### config.mk
export PLATFORM = sky130hd
export DESIGN_NAME = kte_ctrl
export DESIGN_NICKNAME = d
export VERILOG_FILES = /design/src/rtl/core/kte_pkg.sv /design/src/rtl/core/kte_ctrl.sv
export VERILOG_INCLUDE_DIRS = /design/src /design/src/rtl/core
export SDC_FILE = /design/constraint.sdc
export NUM_CORES = 1
export LEC_CHECK = 0
export BUFFER_PORTS_ARGS = -buffer_cell sky130_fd_sc_hd__buf_4
export CAP_MARGIN = 0
export CORE_AREA = 5 5 42 44
export CTS_CLUSTER_SIZE = 14
export DETAILED_ROUTE_END_ITERATION = 12
export DIE_AREA = 0 0 47 49
export PLACE_DENSITY = 0.65
export SLEW_MARGIN = 40
export SYNTH_ARGS = -nofsm -noshare
export SYNTH_HDL_FRONTEND = slang
export SYNTH_SLANG_ARGS = --single-unit
### constraint.sdc
create_clock -name i_clk -period 1.4 [get_ports i_clk]
set_input_delay 0.14 -clock i_clk [delete_from_list [all_inputs] [get_ports i_clk]]
set_output_delay 0.14 -clock i_clk [all_outputs]
set_load 0.02 [all_outputs]
### src/rtl/core/key_entry_table_core_macros.svh
// ---------------------------------------------------------------------------
// key_entry_table_core_macros
// Assertion macros shared by the key entry table RTL.
// ---------------------------------------------------------------------------
`ifndef KEY_ENTRY_TABLE_CORE_MACROS_SVH
`define KEY_ENTRY_TABLE_CORE_MACROS_SVH

`ifndef ASSERT_OFF
// checked only while out of reset
`define KTE_ASSERT(lbl, clk, rst_n, prop, msg) \
    lbl: assert property (@(posedge clk) disable iff (!(rst_n)) prop) else $error(msg);
// checked at every edge, reset included
`define KTE_ASSERT_ALWAYS(lbl, clk, prop, msg) \
    lbl: assert property (@(posedge clk) prop) else $error(msg);
`else
`define KTE_ASSERT(lbl, clk, rst_n, prop, msg)
`define KTE_ASSERT_ALWAYS(lbl, clk, prop, msg)
`endif

`endif

### src/rtl/core/kte_pkg.sv
// ---------------------------------------------------------------------------
// kte_pkg
// Sizes, codes, records and helpers of the key entry table.
// ---------------------------------------------------------------------------
package kte_pkg;

    localparam int MAX_ENTRIES = 32;
    localparam int CHECK_BYTES = 3;

    localparam int IDX_W  = (MAX_ENTRIES > 1) ? $clog2(MAX_ENTRIES) : 1;
    localparam int CNT_W  = $clog2(MAX_ENTRIES + 1);
    localparam int SLOT_W = 5;

    localparam logic [CNT_W-1:0] MAX_COUNT = CNT_W'(MAX_ENTRIES);

    localparam logic [23:0] CHECK_MASK = (CHECK_BYTES >= 3) ? 24'hFF_FFFF :
        24'((32'd1 << (8 * CHECK_BYTES)) - 32'd1);

    typedef enum logic [1:0] {
        CMD_ADD       = 2'd0,
        CMD_FIND_TYPE = 2'd1,
        CMD_FIND_ID   = 2'd2,
        CMD_CLEAR     = 2'd3
    } t_cmd;

    localparam logic [1:0] ST_OK        = 2'd0;
    localparam logic [1:0] ST_NOT_FOUND = 2'd1;
    localparam logic [1:0] ST_FULL      = 2'd2;

    typedef struct packed {
        logic [63:0] id;
        logic [3:0]  ktype;
        logic [63:0] terminal;
        logic [63:0] wrapped_high;
        logic [63:0] wrapped_low;
        logic [23:0] check;
    } t_entry;

    // controller -> datapath
    typedef struct packed {
        t_cmd       op;
        logic       capture;
        logic       clear;
        logic       scan_start;
        logic       issue;
        logic       take_hit;
        logic       write_hit;
        logic       write_new;
        logic       load_out;
        logic [1:0] out_status;
        logic       out_slot;
        logic       out_entry;
    } t_ctl_cmd;

    // datapath -> controller
    typedef struct packed {
        logic hit;
        logic at_end;
        logic full;
        logic out_free;
    } t_ctl_stat;

    // Bytes below the first zero byte (from the top) are forced to zero.
    function automatic logic [63:0] canon_str(input logic [63:0] v);
        logic [63:0] keep;
        logic        run;
        keep = '0;
        run  = 1'b1;
        for (int b = 7; b >= 0; b--) begin
            if (v[8*b +: 8] == 8'h00) run = 1'b0;
            if (run) keep[8*b +: 8] = 8'hFF;
        end
        return v & keep;
    endfunction

endpackage

### src/rtl/core/kte_ctrl.sv
// ---------------------------------------------------------------------------
// kte_ctrl
// Command sequencer: accept, scan the table or clear it, write back, hand off result.
// ---------------------------------------------------------------------------
module kte_ctrl (
    input  logic                 i_clk,
    input  logic                 i_rst_n,
    input  logic                 i_in_valid,
    input  logic [1:0]           i_command,
    output logic                 o_in_stall,
    input  kte_pkg::t_ctl_stat   i_stat,
    output kte_pkg::t_ctl_cmd    o_cmd
);

    typedef enum logic [1:0] {
        S_IDLE,
        S_SCAN,
        S_RESP
    } t_state;

    t_state        r_state, n_state;
    kte_pkg::t_cmd r_op, n_op;
    logic [1:0]    r_res_status, n_res_status;
    logic          r_res_slot, n_res_slot;
    logic          r_res_entry, n_res_entry;

    assign o_in_stall = (r_state != S_IDLE);

    always_comb begin
        n_state      = r_state;
        n_op         = r_op;
        n_res_status = r_res_status;
        n_res_slot   = r_res_slot;
        n_res_entry  = r_res_entry;
        o_cmd        = '0;
        o_cmd.op     = r_op;
        unique case (r_state)
            S_IDLE: begin
                if (i_in_valid) begin
                    o_cmd.capture = 1'b1;
                    n_op          = kte_pkg::t_cmd'(i_command);
                    if (kte_pkg::t_cmd'(i_command) == kte_pkg::CMD_CLEAR) begin
                        o_cmd.clear  = 1'b1;
                        n_res_status = kte_pkg::ST_OK;
                        n_res_slot   = 1'b0;
                        n_res_entry  = 1'b0;
                        n_state      = S_RESP;
                    end else begin
                        o_cmd.scan_start = 1'b1;
                        n_state          = S_SCAN;
                    end
                end
            end
            S_SCAN: begin
                priority if (i_stat.hit) begin
                    o_cmd.take_hit  = 1'b1;
                    o_cmd.write_hit = (r_op == kte_pkg::CMD_ADD);
                    n_res_status    = kte_pkg::ST_OK;
                    n_res_slot      = 1'b1;
                    n_res_entry     = (r_op != kte_pkg::CMD_ADD);
                    n_state         = S_RESP;
                end else if (i_stat.at_end) begin
                    n_res_entry = 1'b0;
                    if (r_op == kte_pkg::CMD_ADD) begin
                        if (i_stat.full) begin
                            n_res_status = kte_pkg::ST_FULL;
                            n_res_slot   = 1'b0;
                        end else begin
                            o_cmd.write_new = 1'b1;
                            n_res_status    = kte_pkg::ST_OK;
                            n_res_slot      = 1'b1;
                        end
                    end else begin
                        n_res_status = kte_pkg::ST_NOT_FOUND;
                        n_res_slot   = 1'b0;
                    end
                    n_state = S_RESP;
                end else begin
                    o_cmd.issue = 1'b1;
                end
            end
            S_RESP: begin
                if (i_stat.out_free) begin
                    o_cmd.load_out   = 1'b1;
                    o_cmd.out_status = r_res_status;
                    o_cmd.out_slot   = r_res_slot;
                    o_cmd.out_entry  = r_res_entry;
                    n_state          = S_IDLE;
                end
            end
            default: n_state = S_IDLE;
        endcase
    end

    always_ff @(posedge i_clk) begin
        if (!i_rst_n) begin
            r_state      <= S_IDLE;
            r_op         <= kte_pkg::CMD_ADD;
            r_res_status <= kte_pkg::ST_OK;
            r_res_slot   <= 1'b0;
            r_res_entry  <= 1'b0;
        end else begin
            r_state      <= n_state;
            r_op         <= n_op;
            r_res_status <= n_res_status;
            r_res_slot   <= n_res_slot;
            r_res_entry  <= n_res_entry;
        end
    end

`include "key_entry_table_core_macros.svh"

    `KTE_ASSERT(a_scan_never_clear, i_clk, i_rst_n, (r_state == S_SCAN) |-> (r_op != kte_pkg::CMD_CLEAR), "scan running for a clear command")
    `KTE_ASSERT(a_write_only_on_add, i_clk, i_rst_n, (o_cmd.write_hit || o_cmd.write_new) |-> (r_op == kte_pkg::CMD_ADD), "table write outside add")
    `KTE_ASSERT(a_resp_after_scan_end, i_clk, i_rst_n, ((r_state == S_SCAN) && (i_stat.hit || i_stat.at_end)) |=> (r_state == S_RESP), "scan end did not reach response")

endmodule

==> results.sh, run 1 <==
export IMPL_run_status="finished, final reports clean"
export IMPL_synthesis_instances=53
export IMPL_yosysWarnings=0
export IMPL_finish_utilization=0.508
export IMPL_totalWireLength_mm=1.18
export IMPL_syn_area_per_cell_um2=8.97
export IMPL_worstSetupStartpointType="register"
export IMPL_slew_headroom=0.757
export IMPL_ctsLongestPathBuffers=2
export IMPL_grt_ovfl_total=0
export IMPL_final_nets=90
export IMPL_timing_hold_ws_ns=0.172
export IMPL_period_utilization_post_route=0.963
export IMPL_grt_antenna_before_repair=0
export IMPL_cts_buffers=3
export IMPL_path_class_of_the_lowest_slack_min_delay_path="input pin to register"
export IMPL_maxClockFrequency_mhz=742
export IMPL_total_power_mw=0.602
export IMPL_vias_per_cell=5.02
export IMPL_first_iter_violations=14
export IMPL_synth_nets=62
export IMPL_register_area_um2=168
export IMPL_pwr_per_cell_area_nw_per_um2=845
export IMPL_max_vdd_drop_v=0.000483
export IMPL_core_rowCount=14
export IMPL_groute_usage_overall=0.114
export IMPL_clk_pin_slew_worst_paths_ns=0.06
export IMPL_setup_viol_count_final=0
export IMPL_synth_edff_count=0
export IMPL_max_cap_violations=0
export IMPL_number_of_buffer_cells_added_on_primary_ports=23
export IMPL_cp_end_kind="primary output"
export IMPL_synth_ff_type="sky130_fd_sc_hd__dfxtp_1"
export IMPL_critical_path_max_fanout=8
export IMPL_die_width_um=47
export IMPL_detail_route_first_pass_iterations=4
export IMPL_hold_depth=2
export IMPL_cts_hold_buffers_added=0
export IMPL_worstSkewPairLatency_ns=0.25
export IMPL_effective_utilization_at_floorplan=0.339
export IMPL_routed_via_count=477
export IMPL_n_antenna_cell=0
export IMPL_finalWorstPathRequiredPeriod_ns=1.35
export IMPL_multiInputGateArea_um2=310
export IMPL_n_fill_cell=140
export IMPL_finClkSkew_ns=0.00836
export IMPL_synthArstFlopShare=0
export IMPL_final_layout_size_suffix_gt1_frac=0.468
export IMPL_ys_seq_elements=8
export IMPL_timing_setup_tns_ns=0
export IMPL_die_area_um2=2300
export IMPL_synth_distinct_cells=26
export IMPL_place_gp_congestion=0.761
export IMPL_wire_per_inst_um=12.4
export IMPL_grt_pass1_wl_mm=1.95
export IMPL_cellLeakagePower_nw=0.321
export IMPL_area_growth_syn_to_layout_pct=49.7
export IMPL_r2r_worst_path_cells=3
export IMPL_critPathArrivalTime_ns=1.21
export IMPL_grt_start_max_net_pins=12
export IMPL_first_global_vias=454
export IMPL_post_synth_instance_area_um2=475
export IMPL_floorplan_die_height_um=49
export IMPL_place_hpwl_um=931
export IMPL_portion_of_the_post_synthesis_area_used_by_sequential_elements=0.337
export IMPL_timing_final_max_slew_violations=0
export IMPL_core_region_area_um2=1400
export IMPL_worst_setup_path_type="register to primary output"
export IMPL_clock_root_buffer="sky130_fd_sc_hd__clkbuf_4"
export IMPL_ios=24
export IMPL_clock_tree_from_tritoncts="yes"
export IMPL_tightest_slew_ns=0.362
export IMPL_timing_final_hold_violations=0
export IMPL_antenna_left=0
export IMPL_h_tree_depth=1
export IMPL_drcViolationCount=0
export IMPL_clock_sinks=8
export IMPL_crit_required_ns=1.26
## report_power, final
group / internal [mW] / total (mW) / switching, mW
Clock: 0.0983 / 0.179 / 0.0808
Combinational: 0.0818 / 0.168 / 0.0861
Sequential: 0.238 / 0.255 / 0.0168
## through the flow
| step | cell area [um^2] | instances | setup WS, ns |
|---|---|---|---|
| 2_1_floorplan | 475 | 53 | 0.146 |
| 3_3_place_gp | 671 | 92 | 0.193 |
| 3_5_place_dp | 671 | 92 | 0.160 |
| 4_1_cts | 696 | 95 | 0.00733 |
| 5_1_grt | 712 | 95 | -0.00616 |
| 6_report | 712 | 95 | 0.0517 |
## what timing repair did
item / in CTS / in global routing
gates resized for setup: 2 / 5
setup endpoints to repair: 7 / 6
setup buffers: 0 / 0
endpoints found under the hold margin: 0 / 0
## state kept, by name, summed over array words and instances (netlist names)
name / cells
r_res_status: 2
r_res_slot: 1
r_res_entry: 1
r_op: 2
r_state: 2
## cell usage after synthesis (all sizes together) (2+ instances only)
| cell type | count | area (um^2) |
|---|---|---|
| nor2b | 4 | 27.5 |
| mux2i | 5 | 50.1 |
| inv | 3 | 11.3 |
| dfxtp | 8 | 160 |
| nor3b | 4 | 46.3 |
| and2 | 5 | 31.3 |
| a31oi | 2 | 12.5 |
| nand3b | 2 | 15.0 |
| nor2 | 3 | 13.8 |
| and3 | 3 | 18.8 |
| nand2 | 5 | 21.3 |
| nor3 | 2 | 21.3 |
## path summary, 6_finish.rpt
check	from	end	slack (ns)
worst max-delay path	r_state[1]$_SDFFE_PN0P_	o_cmd[5]	0.05
worst min-delay path	i_rst_n	r_state[1]$_SDFFE_PN0P_	0.17
worst max register to register	r_state[0]$_SDFFE_PN0P_	r_state[1]$_SDFFE_PN0P_	0.33
worst min register to register	r_res_status[1]$_SDFFE_PN0P_	r_res_status[1]$_SDFFE_PN0P_	0.45
## worst max-delay path, stage by stage (launching register included)
cell	delay (ns)
sky130_fd_sc_hd__dfxtp_4	0.39
sky130_fd_sc_hd__nor3b_4	0.25
sky130_fd_sc_hd__and3_1	0.18
sky130_fd_sc_hd__buf_4	0.14
## placed cells by master, fill, tap and decap left out
cell type	netlist	final
sky130_fd_sc_hd__nor2_1	2	2
sky130_fd_sc_hd__dfxtp_1	8	6
sky130_fd_sc_hd__inv_1	2	2
sky130_fd_sc_hd__o211ai_1	1	1
sky130_fd_sc_hd__nor2b_1	3	3
sky130_fd_sc_hd__nor3_1	1	1
sky130_fd_sc_hd__buf_4	0	24
sky130_fd_sc_hd__dfxtp_4	0	2
sky130_fd_sc_hd__a21oi_1	1	1
sky130_fd_sc_hd__a21boi_1	1	1
sky130_fd_sc_hd__o21a_1	1	1
sky130_fd_sc_hd__nor2_2	1	1
sky130_fd_sc_hd__and3_4	0	1
sky130_fd_sc_hd__clkbuf_4	0	3
sky130_fd_sc_hd__nor2b_2	1	1
sky130_fd_sc_hd__inv_2	1	1
sky130_fd_sc_hd__nor3_4	1	1
sky130_fd_sc_hd__nand2_2	1	1
sky130_fd_sc_hd__and2_1	5	5
sky130_fd_sc_hd__and3_1	3	2
sky130_fd_sc_hd__o31ai_1	1	1
sky130_fd_sc_hd__nand4_1	1	1
sky130_fd_sc_hd__nand3b_1	2	2
sky130_fd_sc_hd__nand2_1	4	4
sky130_fd_sc_hd__nor3b_4	1	2
sky130_fd_sc_hd__nor3b_1	2	2
sky130_fd_sc_hd__a31oi_1	2	2
sky130_fd_sc_hd__mux2i_1	5	5
## final cells by class
type / count / share of cell area
inverter: 3 / 0.0158
tap: 16 / 0.0281
sequential: 8 / 0.236
clock buffer: 3 / 0.0316
timing repair buffer: 24 / 0.253
multi-input combinational: 41 / 0.436
## per-layer routing
metal  global-route usage  routed length (um)
met2                0.156                 563
met1                0.160                 524
met5                    0                   0
met3               0.0406                  92
met4               0.0415                   0
## logic make-up after synthesis
logic type | Yosys count | synth area share
simple gates | 29 | 0.424
mux | 5 | 0.105
compound gates | 7 | 0.100
buf+inv | 4 | 0.0342
flops | 8 | 0.337
(Power assumes the default switching activity.)
==> inputs of run 2 (changes only) <==
--- a/config.mk
+++ b/config.mk
@@ -12,7 +12,7 @@
 export CTS_CLUSTER_SIZE = 14
 export DETAILED_ROUTE_END_ITERATION = 12
 export DIE_AREA = 0 0 47 49
-export PLACE_DENSITY = 0.65
+export PLACE_DENSITY = 0.63
 export SLEW_MARGIN = 40
 export SYNTH_ARGS = -nofsm -noshare
 export SYNTH_HDL_FRONTEND = slang
==> run 2 against run 1 <==
  * Sequential cell count unchanged
  * Sequential power about the same
  * Largest power group unchanged
  * Critical endpoint is now o_cmd[2]
  * Sequential share of layout area down 0.33 points
==> results.sh, run 2 (synthesis results as in run 1) <==
export IMPL_critPathArrivalTime_ns=1.20
export IMPL_worstSetupStartpointType="register"
export IMPL_die_area_um2=2300
export IMPL_routed_via_count=461
export IMPL_clock_sinks=8
export IMPL_ios=24
export IMPL_first_global_vias=443
export IMPL_drcViolationCount=0
export IMPL_placed_inst_area_um2=663
export IMPL_max_cap_violations=0
export IMPL_h_tree_depth=1
export IMPL_groute_usage_overall=0.116
export IMPL_detail_route_first_pass_iterations=2
export IMPL_ff2ff_setup_slack_ns=0.32
export IMPL_place_gp_congestion=0.790
export IMPL_n_fill_cell=131
export IMPL_timing_hold_ws_ns=0.169
export IMPL_cp_end_kind="primary output"
export IMPL_timing_final_max_slew_violations=0
export IMPL_crit_start="r_state[0]$_SDFFE_PN0P_"
export IMPL_mostFrequentLayoutCells="sky130_fd_sc_hd__buf_4 (24), sky130_fd_sc_hd__dfxtp_1 (6), sky130_fd_sc_hd__and2_1 (5), sky130_fd_sc_hd__mux2i_1 (5), sky130_fd_sc_hd__nand2_1 (4)"
export IMPL_grt_pass1_wl_mm=1.84
export IMPL_timing_final_ws_setup_ns=0.0556
export IMPL_timing_final_hold_violations=0
export IMPL_ctsLongestPathBuffers=2
export IMPL_n_antenna_cell=0
export IMPL_finalWorstPathRequiredPeriod_ns=1.34
export IMPL_cpPeakStageDelay_ns=0.39
export IMPL_finish_utilization=0.515
export IMPL_cts_buffers=3
export IMPL_clock_root_buffer="sky130_fd_sc_hd__clkbuf_4"
export IMPL_final_layout_size_suffix_gt1_frac=0.481
export IMPL_timing_setup_tns_ns=0
export IMPL_final_common_cell="sky130_fd_sc_hd__buf_4"
export IMPL_grt_antenna_before_repair=0
export IMPL_rr_startpoint="r_state[0]$_SDFFE_PN0P_"
export IMPL_clock_tree_from_tritoncts="yes"
export IMPL_period_utilization_post_route=0.960
export IMPL_core_rowCount=14
export IMPL_final_cell_area_um2=722
export IMPL_slew_headroom=0.766
export IMPL_detailedPlace_worstSlack_ns=0.164
export IMPL_place_hpwl_um=914
export IMPL_path_delay_family="flip-flops"
export IMPL_critical_path_slowest_cell="sky130_fd_sc_hd__dfxtp_4"
export IMPL_floorplan_die_height_um=49
export IMPL_register_area_um2=168
export IMPL_antenna_left=0
export IMPL_critical_path_depth=4
export IMPL_max_vdd_drop_v=0.000625
export IMPL_first_iter_violations=2
export IMPL_core_region_area_um2=1400
export IMPL_finClkSkew_ns=0.00803
export IMPL_totalWireLength_mm=1.24
export IMPL_final_nets=90
export IMPL_unrepaired_setup_endpoints_after_global_routing="no"
export IMPL_run_status="finished, final reports clean"
export IMPL_worstSkewPairLatency_ns=0.26
export IMPL_layout_cells_non_filler=95
export IMPL_path_class_of_the_lowest_slack_min_delay_path="input pin to register"
export IMPL_cell_by_cell_listing_of_the_critical_path="inv_1 -> and3_4 -> and2_1 -> buf_4"
export IMPL_total_power_mw=0.610
export IMPL_wire_per_inst_um=13.0
export IMPL_pwr_per_cell_area_nw_per_um2=844
export IMPL_worst_setup_path_type="register to primary output"
export IMPL_grt_start_max_net_pins=12
export IMPL_effective_utilization_at_floorplan=0.339
export IMPL_grt_ovfl_total=0
export IMPL_tightest_slew_ns=0.350
export IMPL_vias_per_cell=4.85
export IMPL_area_growth_syn_to_layout_pct=51.8
export IMPL_critPathCapture="o_cmd[2]"
export IMPL_cts_hold_buffers_added=0
export IMPL_worstPathBufferInverterCount=2
export IMPL_r2r_end="r_state[1]$_SDFFE_PN0P_"
export IMPL_multiInputGateArea_um2=320
export IMPL_clk_pin_slew_worst_paths_ns=0.06
export IMPL_crit_required_ns=1.26
export IMPL_r2r_worst_path_cells=3
export IMPL_reg_largest_list="r_op x2, r_res_status x2, r_state x2"
export IMPL_number_of_buffer_cells_added_on_primary_ports=23
export IMPL_die_width_um=47
export IMPL_maxClockFrequency_mhz=744
export IMPL_cellLeakagePower_nw=0.326
export IMPL_post_place_cells=91
export IMPL_critical_path_max_fanout=7
export IMPL_setup_viol_count_final=0
## run 2: cell type report
type                            instances  area share
Tap cell                               16      0.0277
Inverter                                3      0.0156
Clock buffer                            3      0.0312
Multi-Input combinational cell         41       0.444
Sequential cell                         8       0.232
Timing Repair Buffer                   24       0.250
## run 2: worst min path at each step
stage	start	end	slack (ns)	depth (start not counted)
global placement	i_command[0]	r_op[0]$_SDFFE_PN0P_	0.44	3
detailed placement	i_command[1]	r_op[1]$_SDFFE_PN0P_	0.44	3
finish	i_rst_n	r_state[1]$_SDFFE_PN0P_	0.17	2
CTS	i_rst_n	r_state[1]$_SDFFE_PN0P_	0.16	2
global route	i_rst_n	r_state[1]$_SDFFE_PN0P_	0.16	2
floorplan	i_stat[1]	r_res_status[1]$_SDFFE_PN0P_	0.30	2
## run 2: repair_timing
| action | 4_1_cts | 5_1_grt |
|---|---|---|
| pin swaps | 0 | 1 |
| endpoints found under the setup margin | 7 | 7 |
| buffers inserted | 0 | 1 |
| gates resized for setup | 5 | 4 |
## run 2: report_power, final
group	internal, mW	switching [mW]	total [mW]
clock network	0.0987	0.0867	0.185
registers	0.238	0.0189	0.257
logic	0.0812	0.0863	0.168
## run 2: routing by layer
metal	wire, um	GRT usage	up-vias
met5	0	0	-
met4	23	0.0553	0
met2	603	0.154	13
met1	500	0.137	205
li1	-	-	238
met3	110	0.0812	5
==> inputs of run 3 (changes only) <==
--- a/config.mk
+++ b/config.mk
@@ -13,6 +13,7 @@
 export DETAILED_ROUTE_END_ITERATION = 12
 export DIE_AREA = 0 0 47 49
 export PLACE_DENSITY = 0.63
+export RECOVER_POWER = 100
 export SLEW_MARGIN = 40
 export SYNTH_ARGS = -nofsm -noshare
 export SYNTH_HDL_FRONTEND = slang
==> run 3 against run 2 <==
  * Sequential power hardly changed
  * Final area is 2.9% lower
  * Via count is 1.7% higher
  * Clock-buffer cell count stayed put
  * Power is 2.0% lower
  * Die area stayed put
  * Critical path depth stayed put
  * Final cell count stayed put
  * Hold slack worse by 0.0016 ns
  * Critical endpoint unchanged
==> results.sh, run 3 (synthesis results as in run 1) <==
export IMPL_critPathCapture="o_cmd[2]"
export IMPL_reg_largest_list="r_op x2, r_res_status x2, r_state x2"
export IMPL_ff2ff_setup_slack_ns=0.29
export IMPL_finish_utilization=0.500
export IMPL_final_nets=90
export IMPL_critical_path_depth=4
export IMPL_ctsLongestPathBuffers=2
export IMPL_floorplan_die_height_um=49
export IMPL_period_utilization_post_route=0.957
export IMPL_place_hpwl_um=914
export IMPL_final_cell_area_um2=701
export IMPL_crit_required_ns=1.26
export IMPL_max_cap_violations=0
export IMPL_path_delay_family="flip-flops"
export IMPL_max_vdd_drop_v=0.000622
export IMPL_clock_tree_from_tritoncts="yes"
export IMPL_path_class_of_the_lowest_slack_min_delay_path="input pin to register"
export IMPL_pwr_per_cell_area_nw_per_um2=853
export IMPL_critPathArrivalTime_ns=1.20
export IMPL_first_global_vias=443
export IMPL_cts_buffers=3
export IMPL_placed_inst_area_um2=663
export IMPL_routed_via_count=469
export IMPL_number_of_buffer_cells_added_on_primary_ports=23
export IMPL_timing_setup_tns_ns=0
export IMPL_cpPeakStageDelay_ns=0.39
export IMPL_core_region_area_um2=1400
export IMPL_rr_startpoint="r_state[0]$_SDFFE_PN0P_"
export IMPL_die_area_um2=2300
export IMPL_wire_per_inst_um=12.7
export IMPL_core_rowCount=14
export IMPL_h_tree_depth=1
export IMPL_cellLeakagePower_nw=0.313
export IMPL_antenna_left=0
export IMPL_slew_headroom=0.770
export IMPL_total_power_mw=0.598
export IMPL_grt_start_max_net_pins=12
export IMPL_tightest_slew_ns=0.344
export IMPL_unrepaired_setup_endpoints_after_global_routing="no"
export IMPL_timing_final_max_slew_violations=0
export IMPL_worst_setup_path_type="register to primary output"
export IMPL_maxClockFrequency_mhz=746
export IMPL_first_iter_violations=8
export IMPL_drcViolationCount=0
export IMPL_grt_ovfl_total=0
export IMPL_area_growth_syn_to_layout_pct=47.4
export IMPL_r2r_worst_path_cells=3
export IMPL_critical_path_max_fanout=7
export IMPL_critical_path_slowest_cell="sky130_fd_sc_hd__dfxtp_4"
export IMPL_grt_pass1_wl_mm=1.84
export IMPL_final_layout_size_suffix_gt1_frac=0.443
export IMPL_worstPathBufferInverterCount=2
export IMPL_finalWorstPathRequiredPeriod_ns=1.34
export IMPL_n_antenna_cell=0
export IMPL_run_status="finished, final reports clean"
export IMPL_detail_route_first_pass_iterations=4
export IMPL_effective_utilization_at_floorplan=0.339
export IMPL_die_width_um=47
export IMPL_setup_viol_count_final=0
export IMPL_cp_end_kind="primary output"
export IMPL_totalWireLength_mm=1.21
export IMPL_worstSetupStartpointType="register"
export IMPL_worstSkewPairLatency_ns=0.26
export IMPL_vias_per_cell=4.94
export IMPL_final_common_cell="sky130_fd_sc_hd__buf_4"
export IMPL_clk_pin_slew_worst_paths_ns=0.06
export IMPL_groute_usage_overall=0.116
export IMPL_crit_start="r_state[0]$_SDFFE_PN0P_"
export IMPL_mostFrequentLayoutCells="sky130_fd_sc_hd__buf_4 (19), sky130_fd_sc_hd__dfxtp_1 (6), sky130_fd_sc_hd__and2_1 (5), sky130_fd_sc_hd__mux2i_1 (5), sky130_fd_sc_hd__nand2_1 (4)"
export IMPL_place_gp_congestion=0.790
export IMPL_r2r_end="r_state[1]$_SDFFE_PN0P_"
export IMPL_finClkSkew_ns=0.00720
export IMPL_grt_antenna_before_repair=0
export IMPL_clock_sinks=8
export IMPL_timing_hold_ws_ns=0.168
export IMPL_cell_by_cell_listing_of_the_critical_path="inv_1 -> and3_4 -> and2_1 -> buf_4"
export IMPL_ios=24
export IMPL_clock_root_buffer="sky130_fd_sc_hd__clkbuf_4"
export IMPL_timing_final_hold_violations=0
-- run 3: changes by cell type in the layout (fill, tap and decap cells not counted), sizes merged --
cell	before	now
buf	24	19
clkbuf	3	8
-- run 3: what timing repair did --
| item | in CTS | in global routing |
|---|---|---|
| hold buffers | 0 | 0 |
| pin swaps | 0 | 1 |
| gates cloned | 0 | 0 |
| endpoints found under the setup margin | 7 | 7 |
| setup buffers | 0 | 1 |
| resized for setup | 5 | 4 |
-- run 3: area by class of cell --
class / instances / area (um^2)
Sequential cell: 8 / 168
Tap cell: 16 / 20.0
Inverter: 3 / 11.3
Multi-Input combinational cell: 41 / 314
Clock buffer: 3 / 22.5
Timing Repair Buffer: 24 / 165
Fill cell: 140 / 701
-- run 3: how the worst min path moves through the flow --
stage	from	endpoint	depth (start not counted)
final	i_rst_n	r_state[1]$_SDFFE_PN0P_	2
after global routing	i_rst_n	r_state[1]$_SDFFE_PN0P_	2
after CTS	i_rst_n	r_state[1]$_SDFFE_PN0P_	2
after detailed placement	i_command[1]	r_op[1]$_SDFFE_PN0P_	3
after global placement	i_command[0]	r_op[0]$_SDFFE_PN0P_	3
after floorplan	i_stat[1]	r_res_status[1]$_SDFFE_PN0P_	2
-- run 3: worst register-to-register path, delay by kind of cell (launching register included) --
kind | cells | cell delay [ns]
and+or+nand+nor | 2 | 0.42
AOI/OAI and AO/OA | 1 | 0.19
DFF | 1 | 0.39
-- run 3: power by group --
part	switching [mW]	internal [mW]	total [mW]
clock network	0.0846	0.0985	0.183
logic	0.0844	0.0734	0.158
registers	0.0187	0.238	0.257
-- run 3: per-stage QoR --
| step | setup slack (ns) | cells |
|---|---|---|
| 4_1_cts | 0.0102 | 94 |
| 3_5_place_dp | 0.164 | 91 |
| 6_report | 0.0602 | 95 |
| 3_3_place_gp | 0.173 | 91 |
| 2_1_floorplan | 0.146 | 53 |
| 5_1_grt | 0.00580 | 95 |
-- run 3: metal layers --
layer  global-route usage  wire length (um)  vias to the layer above
li1                     -                 -                      239
met5                    0                 0                        -
met1                0.137               481                      212
met2                0.154               592                       13
met3               0.0812               112                        5
met4               0.0553                23                        0
